===== src/hw/rtl/ptt_pkg.sv =====
// Shared types and constants for the periodic task timer bank.
// No dependencies; used by the core, the port checker and the bench.
package ptt_pkg;

  localparam int LIST_COUNT           = 3;
  localparam int TASKS_PER_LIST_DEF   = 16;
  localparam int PERIOD_BITS_DEF      = 32;
  localparam int RESULT_LIMIT         = 16;
  localparam int FIRE_CNT_W           = $clog2(RESULT_LIMIT + 1);
  localparam int IN_PERIOD_W          = 32;
  localparam int RES_IDX_W            = 4;

  typedef enum logic [1:0] {
    REQ_ADD  = 2'd0,
    REQ_SET  = 2'd1,
    REQ_TICK = 2'd2
  } req_t;

  typedef enum logic [1:0] {
    KIND_ADD  = 2'd0,
    KIND_SET  = 2'd1,
    KIND_FIRE = 2'd2,
    KIND_IDLE = 2'd3
  } kind_t;

  typedef enum logic [1:0] {
    ST_IDLE,
    ST_SCAN,
    ST_DONE
  } state_t;

endpackage


===== src/hw/rtl/ptt_store.sv =====
// Entry store: period and countdown of every entry of every list.
// One write port, one read port with registered read data. No package use.
module ptt_store #(
  parameter int DEPTH = 48,
  parameter int AW    = 6,
  parameter int DW    = 64
) (
  input  logic          clk,
  input  logic          we,
  input  logic [AW-1:0] waddr,
  input  logic [DW-1:0] wdata,
  input  logic [AW-1:0] raddr,
  output logic [DW-1:0] rdata
);

  logic [DW-1:0] mem [DEPTH];
  logic [DW-1:0] rdata_r;

  always_ff @(posedge clk) begin
    if (we) begin
      mem[waddr] <= wdata;
    end
  end

  always_ff @(posedge clk) begin
    rdata_r <= mem[raddr];
  end

  assign rdata = rdata_r;

endmodule


===== src/hw/rtl/periodic_task_timer_bank_core.sv =====
// Periodic task timer bank, top level.
// Depends on ptt_pkg and ptt_store.
//
// Three lists of periodic timers share one entry store (period and countdown
// per entry, registered read data). An add or set request writes the entry
// and puts its reply in the output register as it is accepted.
// A tick on a list first accepts the request and starts the first read,
// then does a read-modify-write of each of its entries, one entry per cycle
// while the output is not stalled, through the store's single read port,
// then emits the closing result. A tick on an empty list, or on list 3,
// skips the scan and emits only the closing result. Fire results are held
// back one deep so the final one can carry last; a tick that fires nothing
// gives one fired-none result. No new request is taken while a tick is in
// progress, or while a result sits in the output register and is stalled.
// Downstream stall pauses the scan. No clearing pass is needed after reset:
// only entries below a list's count are ever read.
module periodic_task_timer_bank_core #(
  parameter int TASKS_PER_LIST = ptt_pkg::TASKS_PER_LIST_DEF,
  parameter int PERIOD_BITS    = ptt_pkg::PERIOD_BITS_DEF
) (
  input  logic                             clk,
  input  logic                             rst_n,
  // request channel
  input  logic                             in_valid,
  output logic                             in_stall,
  input  logic [1:0]                       in_req_type,
  input  logic [1:0]                       in_task_list,
  input  logic [3:0]                       in_entry_index,
  input  logic [ptt_pkg::IN_PERIOD_W-1:0]  in_period_value,
  // result channel
  output logic                             out_valid,
  input  logic                             out_stall,
  output logic [1:0]                       out_result_kind,
  output logic [ptt_pkg::RES_IDX_W-1:0]    out_result_index,
  output logic                             out_status,
  output logic                             out_last
);

  // index into a list, count per list (holds TASKS_PER_LIST itself)
  localparam int IW    = (TASKS_PER_LIST > 1) ? $clog2(TASKS_PER_LIST) : 1;
  localparam int CW    = $clog2(TASKS_PER_LIST + 1);
  localparam int DEPTH = ptt_pkg::LIST_COUNT * TASKS_PER_LIST;
  localparam int AW    = (DEPTH > 1) ? $clog2(DEPTH) : 1;
  localparam int DW    = 2 * PERIOD_BITS;
  localparam int CMPW  = (CW > 4) ? CW : 4;
  localparam int FW    = ptt_pkg::FIRE_CNT_W;

  // control state
  ptt_pkg::state_t state_r, state_nxt;
  logic [1:0]      list_r, list_nxt;
  logic [CW-1:0]   n_r, n_nxt;
  logic [IW-1:0]   idx_r, idx_nxt;
  logic [FW-1:0]   fires_r, fires_nxt;
  logic            pend_v_r, pend_v_nxt;
  logic [CW-1:0]   cnt_r   [ptt_pkg::LIST_COUNT];
  logic [CW-1:0]   cnt_nxt [ptt_pkg::LIST_COUNT];
  logic            out_valid_r, out_valid_nxt;

  // payload
  logic [3:0]      pend_idx_r, pend_idx_nxt;
  ptt_pkg::kind_t  kind_r, kind_nxt;
  logic [3:0]      ridx_r, ridx_nxt;
  logic            status_r, status_nxt;
  logic            last_r, last_nxt;

  // store port
  logic            st_we;
  logic [AW-1:0]   st_waddr;
  logic [DW-1:0]   st_wdata;
  logic [AW-1:0]   st_raddr;
  logic [DW-1:0]   st_rdata;

  // datapath
  logic            in_acc;
  logic            can_push;
  logic            list_ok;
  logic [CW-1:0]   cnt_sel;
  logic [1:0]      lst_sel;
  logic [AW-1:0]   base;
  logic [PERIOD_BITS-1:0] per_in;
  logic [PERIOD_BITS-1:0] rd_per;
  logic [PERIOD_BITS-1:0] rd_cnt;
  logic [PERIOD_BITS-1:0] dec;
  logic            fire;
  logic            scan_go;
  logic            scan_last;
  logic            set_ok;

  ptt_store #(
    .DEPTH (DEPTH),
    .AW    (AW),
    .DW    (DW)
  ) u_store (
    .clk   (clk),
    .we    (st_we),
    .waddr (st_waddr),
    .wdata (st_wdata),
    .raddr (st_raddr),
    .rdata (st_rdata)
  );

  // output register frees up this cycle, or is already free
  assign can_push = !out_valid_r || !out_stall;
  assign in_stall = (state_r != ptt_pkg::ST_IDLE) || (out_valid_r && out_stall);
  assign in_acc   = in_valid && !in_stall;

  assign per_in   = PERIOD_BITS'(in_period_value);
  assign list_ok  = (in_task_list != 2'd3);
  assign lst_sel  = (state_r == ptt_pkg::ST_IDLE) ? in_task_list : list_r;

  always_comb begin
    case (lst_sel)
      2'd0:    base = '0;
      2'd1:    base = AW'(TASKS_PER_LIST);
      2'd2:    base = AW'(2 * TASKS_PER_LIST);
      default: base = '0;
    endcase
  end

  always_comb begin
    case (in_task_list)
      2'd0:    cnt_sel = cnt_r[0];
      2'd1:    cnt_sel = cnt_r[1];
      2'd2:    cnt_sel = cnt_r[2];
      default: cnt_sel = '0;
    endcase
  end

  assign set_ok = list_ok && (CMPW'(in_entry_index) < CMPW'(cnt_sel));

  // entry under the scan: read data belongs to idx_r
  assign rd_per    = st_rdata[DW-1:PERIOD_BITS];
  assign rd_cnt    = st_rdata[PERIOD_BITS-1:0];
  assign dec       = rd_cnt - PERIOD_BITS'(1);
  assign fire      = (rd_per != '0) && (dec == '0);
  assign scan_go   = (state_r == ptt_pkg::ST_SCAN) && can_push;
  assign scan_last = ((CW'(idx_r) + CW'(1)) == n_r);

  // next state
  always_comb begin
    state_nxt = state_r;
    case (state_r)
      ptt_pkg::ST_IDLE: begin
        if (in_acc && (in_req_type == ptt_pkg::REQ_TICK)) begin
          if (list_ok && (cnt_sel != '0)) begin
            state_nxt = ptt_pkg::ST_SCAN;
          end else begin
            state_nxt = ptt_pkg::ST_DONE;
          end
        end
      end
      ptt_pkg::ST_SCAN: begin
        if (scan_go && scan_last) begin
          state_nxt = ptt_pkg::ST_DONE;
        end
      end
      ptt_pkg::ST_DONE: begin
        if (can_push) begin
          state_nxt = ptt_pkg::ST_IDLE;
        end
      end
      default: state_nxt = ptt_pkg::ST_IDLE;
    endcase
  end

  // datapath, store access and result register
  always_comb begin
    list_nxt      = list_r;
    n_nxt         = n_r;
    idx_nxt       = idx_r;
    fires_nxt     = fires_r;
    pend_v_nxt    = pend_v_r;
    pend_idx_nxt  = pend_idx_r;
    for (int l = 0; l < ptt_pkg::LIST_COUNT; l++) begin
      cnt_nxt[l] = cnt_r[l];
    end
    // a taken result leaves the register unless replaced below
    out_valid_nxt = out_valid_r && out_stall;
    kind_nxt      = kind_r;
    ridx_nxt      = ridx_r;
    status_nxt    = status_r;
    last_nxt      = last_r;
    st_we         = 1'b0;
    st_waddr      = base + AW'(idx_r);
    st_wdata      = {per_in, per_in};
    st_raddr      = base + AW'(idx_r);

    case (state_r)
      ptt_pkg::ST_IDLE: begin
        st_raddr = base;
        if (in_acc) begin
          case (in_req_type)
            ptt_pkg::REQ_ADD: begin
              out_valid_nxt = 1'b1;
              kind_nxt      = ptt_pkg::KIND_ADD;
              last_nxt      = 1'b1;
              if (list_ok && (cnt_sel < CW'(TASKS_PER_LIST))) begin
                st_we    = 1'b1;
                st_waddr = base + AW'(cnt_sel);
                for (int l = 0; l < ptt_pkg::LIST_COUNT; l++) begin
                  if (in_task_list == 2'(l)) begin
                    cnt_nxt[l] = cnt_sel + CW'(1);
                  end
                end
                ridx_nxt   = 4'(cnt_sel);
                status_nxt = 1'b0;
              end else begin
                ridx_nxt   = '0;
                status_nxt = 1'b1;
              end
            end
            ptt_pkg::REQ_SET: begin
              out_valid_nxt = 1'b1;
              kind_nxt      = ptt_pkg::KIND_SET;
              ridx_nxt      = in_entry_index;
              status_nxt    = !set_ok;
              last_nxt      = 1'b1;
              if (set_ok) begin
                st_we    = 1'b1;
                st_waddr = base + AW'(in_entry_index);
              end
            end
            ptt_pkg::REQ_TICK: begin
              list_nxt   = in_task_list;
              n_nxt      = cnt_sel;
              idx_nxt    = '0;
              fires_nxt  = '0;
              pend_v_nxt = 1'b0;
            end
            default: ;  // unused request code: no results
          endcase
        end
      end

      ptt_pkg::ST_SCAN: begin
        if (scan_go) begin
          if (!scan_last) begin
            st_raddr = base + AW'(idx_r) + AW'(1);
          end
          idx_nxt = idx_r + IW'(1);
          if (rd_per != '0) begin
            st_we    = 1'b1;
            st_wdata = {rd_per, (fire ? rd_per : dec)};
          end
          // hold the newest fire back; flush the older one
          if (fire && (fires_r < FW'(ptt_pkg::RESULT_LIMIT))) begin
            fires_nxt    = fires_r + FW'(1);
            pend_v_nxt   = 1'b1;
            pend_idx_nxt = 4'(idx_r);
            if (pend_v_r) begin
              out_valid_nxt = 1'b1;
              kind_nxt      = ptt_pkg::KIND_FIRE;
              ridx_nxt      = pend_idx_r;
              status_nxt    = 1'b0;
              last_nxt      = 1'b0;
            end
          end
        end
      end

      ptt_pkg::ST_DONE: begin
        if (can_push) begin
          out_valid_nxt = 1'b1;
          kind_nxt      = pend_v_r ? ptt_pkg::KIND_FIRE : ptt_pkg::KIND_IDLE;
          ridx_nxt      = pend_v_r ? pend_idx_r : 4'd0;
          status_nxt    = 1'b0;
          last_nxt      = 1'b1;
          pend_v_nxt    = 1'b0;
        end
      end

      default: ;
    endcase
  end

  always_ff @(posedge clk) begin
    if (!rst_n) begin
      state_r     <= ptt_pkg::ST_IDLE;
      list_r      <= '0;
      n_r         <= '0;
      idx_r       <= '0;
      fires_r     <= '0;
      pend_v_r    <= 1'b0;
      out_valid_r <= 1'b0;
      for (int l = 0; l < ptt_pkg::LIST_COUNT; l++) begin
        cnt_r[l] <= '0;
      end
    end else begin
      state_r     <= state_nxt;
      list_r      <= list_nxt;
      n_r         <= n_nxt;
      idx_r       <= idx_nxt;
      fires_r     <= fires_nxt;
      pend_v_r    <= pend_v_nxt;
      out_valid_r <= out_valid_nxt;
      for (int l = 0; l < ptt_pkg::LIST_COUNT; l++) begin
        cnt_r[l] <= cnt_nxt[l];
      end
    end
  end

  always_ff @(posedge clk) begin
    pend_idx_r <= pend_idx_nxt;
    kind_r     <= kind_nxt;
    ridx_r     <= ridx_nxt;
    status_r   <= status_nxt;
    last_r     <= last_nxt;
  end

  assign out_valid        = out_valid_r;
  assign out_result_kind  = kind_r;
  assign out_result_index = ridx_r;
  assign out_status       = status_r;
  assign out_last         = last_r;

endmodule


===== config.mk =====
export PLATFORM = sky130hd
export DESIGN_NAME = periodic_task_timer_bank_core
export DESIGN_NICKNAME = d
export VERILOG_FILES = /design/src/hw/rtl/ptt_pkg.sv /design/src/hw/rtl/ptt_store.sv /design/src/hw/rtl/periodic_task_timer_bank_core.sv
export SDC_FILE = /design/constraint.sdc
export NUM_CORES = 2
export LEC_CHECK = 0
export CAP_MARGIN = 20
export CORE_AREA = 3 3 478 480
export DETAILED_ROUTE_END_ITERATION = 10
export DIE_AREA = 0 0 481 483
export DONT_BUFFER_PORTS = 1
export PLACE_DENSITY = 0.7
export SYNTH_ARGS = -nofsm -noshare
export SYNTH_HDL_FRONTEND = slang
export SYNTH_HIERARCHICAL = 1
export SYNTH_SLANG_ARGS = --single-unit

===== constraint.sdc =====
create_clock -name clk -period 25.1 [get_ports clk]
set_input_delay 1.255 -clock clk [delete_from_list [all_inputs] [get_ports clk]]
set_output_delay 1.255 -clock clk [all_outputs]
set_load 0.005 [all_outputs]

==> summary.md <==
| Metric | Value |
|---|---|
| Die Y | `483 um` |
| Share of layout cells above drive strength 1 | `24.15%` |
| Final count of pins violating max slew | `0` |
| Unique masters post-synth | `75` |
| Max Cap Violations | `0` |
| Starting Density | `54.80%` |
| Post-Route Setup TNS | `0 ns` |
| Clk root buf | `clkbuf_16` |
| Seq/Total Area, Yosys | `76.83%` |
| Tcrit/Tclk final | `30.36%` |
| Iteration-0 DRC Markers | `9726` |
| Clock transition at path regs | `0.06 ns` |
| First-pass GRT wire length | `475.3 mm` |
| Reg2reg setup slack | `17.48 ns` |
| Post-DP HPWL | `178.0 mm` |
| Max Buffers Root-to-Sink | `4` |
| Wirelength per Cell | `36.25 um` |
| Area contributors post-synth | `edfxtp_1 (75%), mux4_2 (13%), mux2i_1 (2.7%), dfxtp_1 (1.6%), o22ai_1 (0.55%)` |
| Area Growth Syn to Fin | `12.27%` |
| CTS tree | `yes` |
| # fillers | `15180` |
| Worst-skew pair later-pin latency | `0.97 ns` |
| Syn_nets | `5858` |
| Asr flop ratio synth | `0%` |
| Final hold vios | `0` |
| # port buffers | `0` |
| Drt via density | `6.826` |
| Die ar. | `232300 um^2` |
| Leak pwr | `0.04206 uW` |
| Tot Pwr | `11070 uW` |
| Worst Skew | `0.09950 ns` |
| Slew HR | `20.16%` |
| R2r endpoint | `u_store/rdata[17]` |
| Vias in the first global route | `62578` |
| Crit path launch type | `register` |
| HP Start | `rst_n` |
| Crit path kind | `register to register` |
| CTS hold repair buffers | `0` |
| Antenna violations before repair | `25` |
| CTS resizes | `0` |
| Top_reg_cell synth | `edfxtp_1` |
| CTS H-tree lvls | `5` |
| DRC errors left | `0` |
| Worst Tran Pin Value | `1.198 ns` |
| Cells after synthesis | `5800` |
| ANT nets after route | `0` |
| Final core occ | `61.52%` |
| RD Place Congestion | `0.8989` |
| WL final | `336.9 mm` |
| Clk sinks | `3183` |
| Min-Delay Endpoint | `state_r[1]` |
| Leading area contributor after synthesis | `edfxtp_1` |
| Top cell type's share of synthesized area | `75.22%` |
| Post-Syn Area per Cell | `21.23 um^2` |
| Largest net degree at the start of global routing | `98` |
| PnR worst setup slack | `17.48 ns` |
| Reg2Reg Launch Point | `idx_r[0]` |
| RSZ-0062 raised after global routing | `false` |
| WP data required | `25.92 ns` |
| Hold Crit Class | `input port to register` |
| GRT overflow | `0` |
| IO Count | `54` |
| Total GRT Usage | `29.00%` |
| Final net count | `6105` |
| Synth warn | `6` |
| Num CTS Buffers | `325` |
| Core area | `224700 um^2` |
| # setup viols final | `0` |
| Critical path data arrival time | `8.44 ns` |
| CP Capture Type | `register` |
| Pwr per Cell Area | `80.05 nW/um^2` |
| Final min period | `7.620 ns` |
| Maximum clock rate | `131.2 MHz` |
| Routed vias | `63450` |
| Post-synthesis register bit count | `3183` |
| Number of setup buffers added after CTS | `0` |
| WHS Path Cells | `1` |
| Die X | `481 um` |
| EDFF count, synth | `3084` |
| CP max FO | `90` |
| FF-to-FF path depth | `18` |
| VDD IR max | `83.46 uV` |
| Netlist Area Pre-Place | `123100 um^2` |
| Status | `complete, no violations` |
| Row cnt | `174` |
| Pre-CTS WS | `17.37 ns` |
| Pre-antenna DRT Iters | `6` |
[logic make-up (layout without fill, tap and decap cells)]
group	count (synthesis)	after routing	synth area share (%)
AOI/OAI and AO/OA	627	627	3.485
and+or+nand+nor	565	565	2.319
muxes	1034	1034	15.52
xor gates and xnor gates	32	32	0.2276
other	0	19	0
DFF	3183	3183	76.83
buffers and inverters	345	830	1.477
adders and majority gates	14	14	0.1423
[worst max-delay path by stage]
stage / cells after the start / start / slack (ns) / end
after floorplan: 14 / in_task_list[0] / 16.28 / u_store/mem[16][0]
after global placement: 18 / idx_r[0] / 17.40 / u_store/rdata[17]
after detailed placement: 18 / idx_r[0] / 17.37 / u_store/rdata[17]
after CTS: 18 / idx_r[0] / 17.34 / u_store/rdata[17]
after global routing: 18 / idx_r[0] / 16.83 / u_store/rdata[17]
final: 18 / idx_r[0] / 17.48 / u_store/rdata[17]
[cell usage in the layout, fill, tap and decap left out, types with 27 or more instances in the layout]
cell type	count
mux4_2	700
clkinv_1	51
edfxtp_1	3084
or3_1	44
dfxtp_1	99
o221ai_1	37
buf_4	218
o22ai_1	108
o31ai_1	42
o211ai_1	31
clkbuf_16	331
nor2_4	48
o21ai_2	30
clkbuf_1	69
and2_1	38
nor2_1	52
clkinv_2	55
nand2_1	181
nand3_1	33
nor2b_1	27
a22oi_1	76
a21oi_1	113
a211o_1	30
o21ai_0	41
mux2i_1	331
[cell usage after synthesis (all sizes together), types with 18 or more instances]
cell	n
nand4	19
nor3	27
o211ai	31
nand3	33
o21ai	85
clkbuf	148
nor2	101
a22oi	76
nor2b	31
o22ai	109
nor4	22
o221ai	37
mux4	700
mux2i	333
and2	40
nand2	181
dfxtp	99
edfxtp	3084
inv	19
a221oi	18
buf	178
a21oi	113
o31ai	44
or3	45
a211o	31
[critical path, stage by stage (launching register included)]
cell and delay [ns]:
dfxtp_1 0.58, ha_1 0.35, and3b_1 0.19, nor3_1 0.05, a211oi_1 0.25, o2111ai_1 0.19, nand3_1 0.48, mux2i_4 0.31
buf_4 0.70, buf_4 0.74, buf_12 0.55, buf_4 0.73, buf_4 0.65, mux4_2 0.58, a22oi_1 0.31, nand3_1 0.12
o2111ai_1 0.14, a211oi_1 0.09, buf_4 0.18
[power by group]
group / internal, uW / leakage, uW / switching (uW)
Clock: 2720 / 0.00498 / 1950
Combinational: 177 / 0.00854 / 293
Sequential: 5860 / 0.0285 / 63.0
[area by class of cell]
type / count / area (um^2) / share of cell area, %
Antenna cell: 19 / 47.55 / 0.03440
Clock buffer: 419 / 8803 / 6.369
Inverter: 19 / 73.82 / 0.05341
Multi-Input combinational cell: 2272 / 27330 / 19.77
Timing Repair Buffer: 246 / 2292 / 1.658
Sequential cell: 3183 / 94590 / 68.43
Tap cell: 2992 / 3744 / 2.708
Clock inverter: 146 / 1341 / 0.9704
[state kept, by name, indices dropped and copies added, names as in the netlist]
signal            flops
out_valid             1
u_store/mem        3072
idx_r                 4
out_result_index      4
out_result_kind       2
pend_v_r              1
pend_idx_r            4
fires_r               5
n_r                   5
out_status            1
cnt_r                15
out_last              1
state_r               2
list_r                2
u_store/rdata        64
[per-layer routing]
layer	wire length, um	global-route usage, %	vias up
met5	20	0	-
met4	17020	12.99	4
met3	37400	5.616	874
met2	161200	45.16	4278
met1	121300	40.36	33391
li1	-	-	24903
[per-stage QoR]
step / hold WS (ns) / cells / cell area (um^2)
final: 0.4348 / 9296 / 138200
after global routing: 0.3944 / 9287 / 138200
after CTS: 0.3865 / 9276 / 138200
after detailed placement: 0.4693 / 8711 / 128000
after global placement: 0.4567 / 8689 / 127500
after floorplan: 0.4064 / 5800 / 123100
(Power assumes the default switching activity.)
